**src/design/hse_ram.sv**
```systemverilog
`default_nettype none

module hse_ram #(
    parameter int WIDTH = 32,
    parameter int DEPTH = 64
) (
    input  wire logic                     i_clk,
    input  wire logic                     i_we,
    input  wire logic [$clog2(DEPTH)-1:0] i_waddr,
    input  wire logic [WIDTH-1:0]         i_wdata,
    input  wire logic                     i_re,
    input  wire logic [$clog2(DEPTH)-1:0] i_raddr_a,
    input  wire logic [$clog2(DEPTH)-1:0] i_raddr_b,
    output logic      [WIDTH-1:0]         o_rdata_a,
    output logic      [WIDTH-1:0]         o_rdata_b
);

    logic [WIDTH-1:0] r_mem [DEPTH];

    always_ff @(posedge i_clk) begin
        if (i_we) begin
            r_mem[i_waddr] <= i_wdata;
        end
        if (i_re) begin
            o_rdata_a <= r_mem[i_raddr_a];
            o_rdata_b <= r_mem[i_raddr_b];
        end
    end

endmodule

`default_nettype wire

```
**config.mk**
```make
export PLATFORM = sky130hd
export DESIGN_NAME = hse_ram
export DESIGN_NICKNAME = d
export VERILOG_FILES = /design/src/design/hse_ram.sv
export SDC_FILE = /design/constraint.sdc
export NUM_CORES = 2
export LEC_CHECK = 0
export BUFFER_PORTS_ARGS = -buffer_cell sky130_fd_sc_hd__buf_2
export CORE_MARGIN = 5
export CORE_UTILIZATION = 57
export CTS_CLUSTER_SIZE = 8
export DETAILED_ROUTE_END_ITERATION = 8
export HOLD_SLACK_MARGIN = 0.03
export PLACE_DENSITY = 0.76
export REMOVE_ABC_BUFFERS = 1
export SLEW_MARGIN = 20
export SYNTH_ARGS = -nofsm -noshare
export SYNTH_HDL_FRONTEND = slang
export SYNTH_SLANG_ARGS = --single-unit
```
**constraint.sdc**
```tcl
create_clock -name i_clk -period 4.1 [get_ports i_clk]
set_clock_uncertainty 0.1 [all_clocks]
set_input_delay 0.82 -clock i_clk [delete_from_list [all_inputs] [get_ports i_clk]]
set_output_delay 0.82 -clock i_clk [all_outputs]
set_load 0.005 [all_outputs]
```
==> reports/metrics.yaml <==
outcome:
  outcome: "complete, no violations"
power:
  fin_total_pwr_uw: 50400
  seq_power_share_pct: 48.1
  switching_share_pct: 21.9
  power.ir.vdd_worst_mv: 0.304
  p_comb_share_pct: 8.0
  clkPwrFrac_pct: 43.9
  net-switching-power_uw: 11000
  internal_power_uw: 39300
  static-leakage-power_uw: 0.0352
  power.density_cell_area_nw_per_um2: 455
routing:
  detail_route.drc_violations: 0
  route.vias.total: 55863
  drtIter0Drc: 9635
  wirelength_um: 301000
  detail-route-antenna-nets: 0
  drt_pre_antenna_iters: 6
  vias_per_cell: 7.91
  detail_route.wl_per_cell_um: 42.7
grt:
  grt_first_pass_wirelength_um: 426000
  grt_max_degree: 65
  grt_util_all_layers_pct: 34.0
  grt_antenna_before_repair: 13
  first_global_vias: 56433
  grt_overflow: 0
layout:
  layout.filler_cells: 10134
  multiInputGateArea_sq_um: 31600
  final_layout_size_suffix_gt1_share_pct: 41.7
  final-seq-area_sq_um: 63400
  nets_finish: 4886
  layout.cells.non_filler: 7060
  areaGrowthSynthToFinish_pct: 15.0
yosys:
  netlist-cell-type-count: 37
  syn-mean-instance-area_sq_um: 21.8
  async_reset_ff_share_pct: 0
  number_of_synthesized_register_bits: 2112
  yosys_warnings: 0
  synth.yosys.seq_area_share_pct: 65.9
  synth_enable_flop_cells: 2112
  syn-cell-area_sq_um: 96300
  netlist_instances: 4412
  synth-main-ff-cell: "sky130_fd_sc_hd__edfxtp_1"
cts:
  tritoncts_clock_tree: "built"
  cts_setup_buffers: 0
  cts_made_buffers: 314
  cts.sinks: 2112
  cts_buffer_depth: 4
  cts_resized: 0
  clk_latency_ps: 940
  cts_root_buffer: "sky130_fd_sc_hd__clkbuf_16"
  clk_transition_reported_paths_ps: 50
  holdBufCountCts: 0
  h-tree-depth: 5
timing:
  highest_attainable_clock_frequency_ghz: 0.334
  worstMarginPinSlew_ps: 1270
  finalSetupViolations: 0
  finalWorstPathRequiredPeriod_ps: 3000
  grt_setup_unrepaired: "false"
  max_slew_margin_pct: 15.3
  timing.setup.tns_ps: 0
  finalCritPeriodShare_pct: 73.1
  maxSlewViolCount: 0
  final_hold_viol_count: 0
place:
  detailed_placement_wirelength_estimate_um: 171000
  post-place-cells: 6720
  finalWeightedCongestion: 0.857
  port_buffers: 116
floorplanning:
  fp-row-count: 150
  chipHeight_um: 421
  design.die.area_sq_um: 177000
  core_region_area_sq_um: 168000
  floorplan.io_pins: 117
  die-width_um: 421
  start_util_pct: 57.5
setup_path:
  critical_path.top_delay_family: "multiplexers"
  setup.worst_path.end_class: "register"
  timing_worst_setup_path_type: "in2reg"
  slowest_delay_ps: 720
  critical_path_required_ps: 4590
  chain_of_cells_forming_the_critical_path: "buf_8 -> buf_12 -> buf_12 -> mux4_2 -> mux4_2 -> o22ai_1 -> a21oi_1"
  startpoint_type: "input port"
  critPathMaxFanout: 19
  cp_slowest_cell: "sky130_fd_sc_hd__o22ai_1"
  worst_ep_arrival_time_ps: 3480
  cp_num_buf_inv: 3
job:
  cap_violations: 0
min_path:
  timing.hold.worst.class: "in2reg"
==> power by group through the flow <==
stage / Combinational (uW) / Clock [uW] / Sequential (uW)
finish: 4030 / 22100 / 24200
global route: 4180 / 23300 / 24200
CTS: 3950 / 22200 / 24200
detailed placement: 3920 / 0 / 24600
global placement: 3870 / 0 / 24600
floorplan: 1730 / 0 / 24500
==> worst register-to-register path: cells and delay by family (launching register included) <==
kind / cells / cell delay, ps
mux: 2 / 980
compound gates: 2 / 900
flops: 1 / 400
==> final cells by class <==
class / instances / share of cell area [%]
sequential: 2112 / 57.3
multi-input combinational: 1952 / 28.6
clock buffer: 319 / 7.21
timing repair buffer: 452 / 4.36
tap: 2204 / 2.49
clock inverter: 11 / 0.0960
antenna: 9 / 0.0203
inverter: 1 / 0.00339
==> layer usage <==
metal  global-route usage (%)  vias to the layer above  part of all wire (%)
li1                         -                    20309                     -
met1                     45.0                    29057                    32
met2                     51.6                     5465                    46
met3                     10.7                     1028                    15
met4                     17.8                        4                   6.3
met5                        0                        -                0.0086
==> per-stage QoR <==
| step | area [sq um] | hold slack (ps) | setup WS, ps | util, % |
|---|---|---|---|---|
| after floorplan | 94600 | 757 | 131 | - |
| after global placement | 103000 | 843 | 299 | 61.2 |
| after detailed placement | 103000 | 856 | 310 | 61.2 |
| after CTS | 111000 | 394 | 1250 | 66.0 |
| after global routing | 111000 | 347 | 1190 | 66.1 |
| final | 111000 | 344 | 1100 | 66.1 |
==> state kept, by name (all words and copies together) (netlist names) <==
signal     cells
o_rdata_b     32
o_rdata_a     32
r_mem       2048
==> layout by cell type (no fill, tap or decap), types with 27 or more instances in the layout <==
| cell | n |
|---|---|
| sky130_fd_sc_hd__o21ai_1 | 31 |
| sky130_fd_sc_hd__buf_12 | 126 |
| sky130_fd_sc_hd__mux2i_1 | 204 |
| sky130_fd_sc_hd__nor2_1 | 31 |
| sky130_fd_sc_hd__o211ai_1 | 27 |
| sky130_fd_sc_hd__nor2_4 | 63 |
| sky130_fd_sc_hd__o22ai_1 | 56 |
| sky130_fd_sc_hd__nand2_1 | 91 |
| sky130_fd_sc_hd__clkbuf_16 | 319 |
| sky130_fd_sc_hd__buf_4 | 235 |
| sky130_fd_sc_hd__mux4_2 | 1124 |
| sky130_fd_sc_hd__a21oi_1 | 58 |
| sky130_fd_sc_hd__edfxtp_1 | 2112 |
| sky130_fd_sc_hd__a22oi_1 | 85 |
| sky130_fd_sc_hd__mux2_2 | 36 |
| sky130_fd_sc_hd__buf_2 | 83 |
==> path summary, 6_finish.rpt <==
path,startpoint,endpoint,slack (ps),depth (start not counted)
max,i_raddr_b[0],o_rdata_b[10],1100,7
min,i_wdata[15],r_mem[10][15],340,1
max reg2reg,r_mem[46][10],o_rdata_b[10],1390,4
min reg2reg,r_mem[39][11],o_rdata_a[11],870,4
==> cell families (layout without fill, tap and decap cells) <==
kind of cell,after synthesis,in the layout,share of synthesized area (%)
buffers and inverters,348,783,1.81
other,0,9,0
multiplexers,1364,1364,28.8
AO/OA/AOI/OAI,340,340,2.38
flip-flops,2112,2112,65.9
AND/OR/NAND/NOR,248,248,1.13
==> Yosys cell counts (all sizes together), types with 3 or more instances <==
cell type / count / share of area, %
mux4: 1124 / 26
mux2: 36 / 0.42
nand3b: 6 / 0.047
or2: 3 / 0.019
buf: 212 / 1.3
a221oi: 13 / 0.12
nand2: 93 / 0.36
mux2i: 204 / 2.1
o21ai: 49 / 0.25
nand2b: 8 / 0.052
a22oi: 85 / 0.66
edfxtp: 2112 / 66
nor2b: 19 / 0.12
nand3: 9 / 0.047
o221ai: 16 / 0.15
o22ai: 56 / 0.36
nor2: 94 / 0.37
o32a: 9 / 0.094
o211ai: 27 / 0.21
clkbuf: 135 / 0.53
a21oi: 58 / 0.30
a32oi: 9 / 0.082
and2: 6 / 0.039
nor3: 3 / 0.016
a211oi: 15 / 0.12
Note: power is estimated with default switching activity, not from simulation.
